## config.mk

```make
export PLATFORM = sky130hd
export DESIGN_NAME = tvhb_cell
export DESIGN_NICKNAME = d
export VERILOG_FILES = /design/src/hdl/tvhb_pkg.sv /design/src/hdl/tvhb_cell.sv
export SDC_FILE = /design/constraint.sdc
export NUM_CORES = 1
export LEC_CHECK = 0
export ABC_AREA = 1
export ABC_CLOCK_PERIOD_IN_PS = 2000
export BUFFER_PORTS_ARGS = -buffer_cell sky130_fd_sc_hd__buf_2
export CAP_MARGIN = 25
export CORE_MARGIN = 5
export CORE_UTILIZATION = 45
export CTS_BUF_LIST = sky130_fd_sc_hd__clkbuf_8
export CTS_CLUSTER_SIZE = 20
export DETAILED_ROUTE_END_ITERATION = 10
export GPL_TIMING_DRIVEN = 1
export PLACE_DENSITY = 0.79
export SYNTH_ARGS = -nofsm -noshare
export SYNTH_HDL_FRONTEND = slang
export SYNTH_SLANG_ARGS = --single-unit
```

## constraint.sdc

```tcl
create_clock -name clock -period 2 [get_ports clock]
set_clock_uncertainty 0.1 [all_clocks]
set_input_delay 0.4 -clock clock [delete_from_list [all_inputs] [get_ports clock]]
set_output_delay 0.4 -clock clock [all_outputs]
set_load 0.01 [all_outputs]
```

## src/hdl/tvhb_pkg.sv

```systemverilog
// types and constants of the text value histogram binner
`timescale 1ns / 1ps
package tvhb_pkg;

   localparam int VAL_W  = 31;
   localparam int NEFF_W = 7;

   localparam logic [VAL_W-1:0] SAT_MAX = 31'h7FFF_FFFF;

   localparam logic [7:0] CH_NUL   = 8'h00;
   localparam logic [7:0] CH_TAB   = 8'h09;
   localparam logic [7:0] CH_LF    = 8'h0A;
   localparam logic [7:0] CH_CR    = 8'h0D;
   localparam logic [7:0] CH_SPACE = 8'h20;
   localparam logic [7:0] CH_STAR  = 8'h2A;
   localparam logic [7:0] CH_ZERO  = 8'h30;
   localparam logic [7:0] CH_NINE  = 8'h39;

   typedef struct packed {
      logic             kind;
      logic [7:0]       text_byte;
      logic [4:0]       bound_slot;
      logic [VAL_W-1:0] bound_value;
   } req_type;

   typedef struct packed {
      logic [4:0]       bucket_index;
      logic [VAL_W-1:0] bucket_total;
      logic             last;
      logic             format_error;
   } rsp_type;

   typedef struct packed {
      logic              commit;
      logic [VAL_W-1:0]  value;
      logic [VAL_W-1:0]  count;
      logic [NEFF_W-1:0] n_eff;
      logic              shift;
      logic              clear;
      logic              bound_we;
      logic [4:0]        bound_slot;
      logic [VAL_W-1:0]  bound_value;
   } cell_ctrl_type;

endpackage

```

## src/hdl/tvhb_cell.sv

```systemverilog
// one histogram bucket: lower bound, saturating count, priority and shift links
`timescale 1ns / 1ps
module tvhb_cell #(
   parameter int IDX = 0
) (
   input  logic                       clock,
   input  logic                       reset,
   input  tvhb_pkg::cell_ctrl_type    ctrl,
   input  logic                       above_in,
   output logic                       above_out,
   input  logic [tvhb_pkg::VAL_W-1:0] upper_total,
   output logic [tvhb_pkg::VAL_W-1:0] total
);

   logic [tvhb_pkg::VAL_W-1:0] bound_ff, bound_in;
   logic [tvhb_pkg::VAL_W-1:0] count_ff, count_in;
   logic                       hit;
   logic                       sel;
   logic [tvhb_pkg::VAL_W:0]   sum;

   // bucket 0 catches everything no higher active bucket takes
   always_comb begin
      if (IDX == 0) begin
         hit = 1'b1;
      end else begin
         hit = (tvhb_pkg::NEFF_W'(IDX) < ctrl.n_eff) && (ctrl.value >= bound_ff);
      end
   end

   assign above_out = above_in | hit;
   assign sel       = hit & ~above_in;
   assign sum       = {1'b0, count_ff} + {1'b0, ctrl.count};
   assign total     = count_ff;

   always_comb begin
      bound_in = bound_ff;
      if (ctrl.bound_we && (7'(ctrl.bound_slot) == 7'(IDX))) begin
         bound_in = ctrl.bound_value;
      end
      count_in = count_ff;
      if (ctrl.clear) begin
         count_in = '0;
      end else if (ctrl.shift) begin
         count_in = upper_total;
      end else if (ctrl.commit && sel) begin
         count_in = sum[tvhb_pkg::VAL_W] ? tvhb_pkg::SAT_MAX : sum[tvhb_pkg::VAL_W-1:0];
      end
   end

   always_ff @(posedge clock) begin
      if (reset) begin
         bound_ff <= '0;
         count_ff <= '0;
      end else begin
         bound_ff <= bound_in;
         count_ff <= count_in;
      end
   end

endmodule

```

### After elaboration in Yosys (flattened, before gate mapping)

Index checks and enable logic that the tools add are counted.

| storage, ports and cells | value |
|---|---|
| output and inout bits | 32 |
| register bits | 31 |

| cells by class | value |
|---|---|
| mux-type cells | 3 |
| $add $sub $neg | 1 |
| bitwise operators | 1 |
| reduce and logical (&&, ||, !) cells | 3 |

Operators by type and width:

| cell | number |
|---|---|
| $mux 31 | 3 |
| $add 31x31->32 | 1 |
| $reduce_bool 2->1 | 1 |
| $reduce_or 2->1 | 1 |
| $logic_and 1x1->1 | 1 |
| $not 1->1 | 1 |

### Depth between registers and ports, before layout

| depth | value |
|---|---|
| depth in word-level cells | 4 |
| mapped depth | 15 |
| depth with buffers taken out | 15 |

### Least setup slack after synthesis

OpenSTA, ideal clock, no wires.

| path | value |
|---|---|
| path type | input to register |
| start | in ctrl[46] (netlist bit) |
| end | reg count_ff (netlist bit total[16]) |
| data arrival time | 1.895 ns |
| setup slack | -0.061 ns |
| data required time | 1.834 ns |
| library setup time | 0.066 ns |
| cell stages on the path | 10 |
| path through | ha_1 > fa_1 > nand3_1 > nand3_1 > nand2_1 > nand2_1 > a21oi_1 > xor2_1 > o21ai_2 > a21oi_2 |

| between the ends | value |
|---|---|
| longest elaborated chain between the ends | 4 |

RTL lines:

| item | line | source |
|---|---|---|
| from (decl) | tvhb_cell.sv:8 | `input tvhb_pkg::cell_ctrl_type ctrl,` |
| $add 31x31->32 | tvhb_cell.sv:32 | `assign sum = {1'b0, count_ff} + {1'b0, ctrl.count};` |
| $mux 31 | tvhb_cell.sv:46 | `count_in = sum[tvhb_pkg::VAL_W] ? tvhb_pkg::SAT_MAX : sum[tvhb_pkg::VAL_W-1:0];` |
| $mux 31 | tvhb_cell.sv:45 | `end else if (ctrl.commit && sel) begin` |
| $mux 31 | tvhb_cell.sv:43 | `end else if (ctrl.shift) begin` |
| to (signal assigned) | tvhb_cell.sv:56 | `count_ff <= count_in;` |
| to (decl) | tvhb_cell.sv:16 | `logic [tvhb_pkg::VAL_W-1:0] count_ff, count_in;` |

Every way passes these cells. The select of a mux whose other input is x is not followed.
A chain may end at the register's enable or synchronous reset.

### Worst setup path in the final report

| path | value |
|---|---|
| start | reg count_ff (netlist bit total[11]) |
| end | reg count_ff (netlist bit total[4]) |

| between the ends | value |
|---|---|
| longest elaborated chain between the ends | 4 |

RTL lines:

| item | line |
|---|---|
| $add 31x31->32 | tvhb_cell.sv:32 |
| $mux 31 | tvhb_cell.sv:46 |
| $mux 31 | tvhb_cell.sv:45 |
| $mux 31 | tvhb_cell.sv:43 |

Every way passes these cells. The select of a mux whose other input is x is not followed.

==> run metrics <==
final hold slack 278 ps; startpoint types flip-flop; H-tree depth 2; antenna fix cells 0; most frequent cells in the layout 220 x nand2_1, 112 x inv_1, 111 x buf_4; Remaining DRCs 0; Final Hold Vio Count 0; final setup TNS -1230 ps; CP max stage delay roughly 340 ps; synth warn 0; Area after DPL ~5400 µm²; detailed placement HPWL about 10 mm; initial DRC count 300; area of the multi-input gates about 3600 µm²; gate count after technology mapping ~710; arrival time at the worst endpoint roughly 2200 ps; Register Area approximately 650 µm²; Post-synth top flop dfxtp_1; clk slew on worst S/H paths roughly 80 ps; Die X ~110 µm; Clk Latency, worst-skew pair 300 ps; WL final roughly 15 mm; Max Slew Vio Count 0; CP max stage cell dfxtp_2; final instance area between 6000 and 7000 µm²; Total Routing Usage GR 0.224; TritonCTS Buffers 5; total number of vias between 5000 and 6000; flops & latches, synth 31; vias in the first global route ~4700; Nets about 1100; DIE AREA 11100 µm²; worst endpoint required time roughly 2100 ps; Pwr Density between 400 and 500 nW/µm²; buffer and inverter count on the worst path 4; chip height 105 µm; Area Overhead vs Synth 56.7%; ratio of cells with drive above 1 in the final layout 0.454; min Tclk post-route around 2100 ps; Post-DRT Antenna Nets 0; Max clock buf depth 2; non-filler instance count after layout 1029; violated checks negative setup slack; Final Util 0.728; Post-synth EDFFs 0; Mapped Avg Cell Area 5.72 µm²; Peak Freq ~480 MHz; CP Class reg2reg; max FFs per register 31; core area about 8800 µm²; clk sink count 31; leakage approximately 3.4 nW; Rows 34; Max VDD drop approximately 260 µV; grt ovf 0; # IOs between 150 and 200; ordered cell list for the critical path ha_4, nand2_2, inv_2, nand2_1, inv_2, nand2_2, clkinv_1, nand2_2, nand2_4, nand2_4, nand3_4, buf_12, o21ai_4, a21oi_2; syn_nets 887; Crit path top cell by count nand2_2; drt wl/cell between 10 and 15 µm; Cell Area, Synth ~4000 µm²; initial core utilization 0.465; CTS root buf clkbuf_8; final setup margin -104 ps; largest net degree at the start of global routing 32; Post-synth ARST share 0; vias per inst roughly 5; Netlist cell types 37; drt first pass iters 5; CTS tree built; initial antenna violation count 0; commonest non-fill, non-tap cell in the layout nand2_1; Placer Congestion around 0.93; CP endpoint kind flip-flop; Inst Count DP 1007; # setup viols final 30; Worst Hold Depth 4; Final period util 1.05; Seq/Total Area, Yosys 0.152; port bufs 98; status finished, violations left; RSZ-0062 raised after global routing true; first-pass GRT wire length around 21 mm; worst-path fanout max 7; cells on worst reg2reg path 14; fill count roughly 670; CP Depth 14; family with the most delay on the worst path simple AND/OR/NAND/NOR gates; worst hold path class in2reg; Max-Cap Viols 0
==> area by class of cell <==
type / count / share of cell area
clock buffers: 5 / 0.0108
clock inverters: 3 / 0.00196
inverters: 122 / 0.0718
multi-input cells: 545 / 0.568
flip-flops and latches: 31 / 0.102
well taps: 108 / 0.0212
repair buffers: 215 / 0.224
==> stage by stage <==
step | worst slack [ps] | total power, mW
3_5_place_dp | -329 | 1.80
3_3_place_gp | -276 | 1.78
5_1_grt | -179 | 2.78
2_1_floorplan | 3.66 | 1.35
4_1_cts | -68.6 | 2.37
6_report | -104 | 2.64
==> worst paths after layout <==
path | to | startpoint | slack [ps]
worst max-delay path | total[4]$_SDFFE_PP0P_ | total[11]$_SDFFE_PP0P_ | -100
worst min-delay path | total[20]$_SDFFE_PP0P_ | reset | 280
worst max register to register | total[4]$_SDFFE_PP0P_ | total[11]$_SDFFE_PP0P_ | -100
worst min register to register | total[29]$_SDFFE_PP0P_ | total[29]$_SDFFE_PP0P_ | 400
==> report_power, final <==
group          switching (mW)  internal [mW]
Combinational           0.780          0.649
Sequential             0.0370          0.655
Clock                   0.280          0.235
==> cells in the mapped netlist, types with 2 or more instances <==
cell type / count / area share
dfxtp_1: 31 / 0.15
dlygate4sd1_1: 2 / 0.0043
inv_1: 112 / 0.10
o21ai_2: 20 / 0.043
buf_12: 2 / 0.0098
nand4_1: 6 / 0.0092
nand3b_1: 2 / 0.0037
o221ai_1: 2 / 0.0043
o21ai_0: 5 / 0.0061
xor2_1: 15 / 0.032
nand2_1: 252 / 0.23
a21oi_2: 22 / 0.047
a21oi_1: 26 / 0.032
nor2_1: 95 / 0.088
nor2_2: 8 / 0.012
nand3_1: 29 / 0.036
nand2_4: 3 / 0.0083
clkinv_1: 3 / 0.0028
buf_2: 3 / 0.0037
inv_2: 7 / 0.0065
clkbuf_1: 6 / 0.0055
a21oi_4: 2 / 0.0080
nand2_2: 13 / 0.020
nand3_2: 2 / 0.0049
o21bai_1: 2 / 0.0037
ha_1: 31 / 0.095
==> cells by family after synthesis <==
kind of cell / Yosys count / share of synthesized area
AO/OA/AOI/OAI: 81 / 0.148
XOR/XNOR: 16 / 0.0344
adder cells (fa/ha/maj): 32 / 0.100
buffers and inverters: 137 / 0.141
flip-flops: 31 / 0.152
other: 1 / 0.000920
AND/OR/NAND/NOR: 414 / 0.424
==> metal layers <==
metal | vias to the layer above | part of all wire | global-route usage
li1 | 2602 | - | -
met1 | 2416 | 0.42 | 0.296
met2 | 193 | 0.48 | 0.389
met3 | 43 | 0.062 | 0.0271
met4 | 0 | 0.032 | 0.0521
met5 | - | 0 | 0
==> repair_timing <==
action	CTS	global route
cloned	1	1
pin swaps	15	37
setup endpoints to repair	30	31
gates resized for setup	33	120
endpoints found under the hold margin	0	0
buffers inserted	4	8
hold buffers	0	0
==> worst min-delay path, delay by kind of cell <==
| kind | cells | cell delay [ps] |
|---|---|---|
| compound gates | 2 | 100 |
| buf+inv | 1 | 70 |
| simple gates | 1 | 50 |
Power figures use the tool's default switching activity.
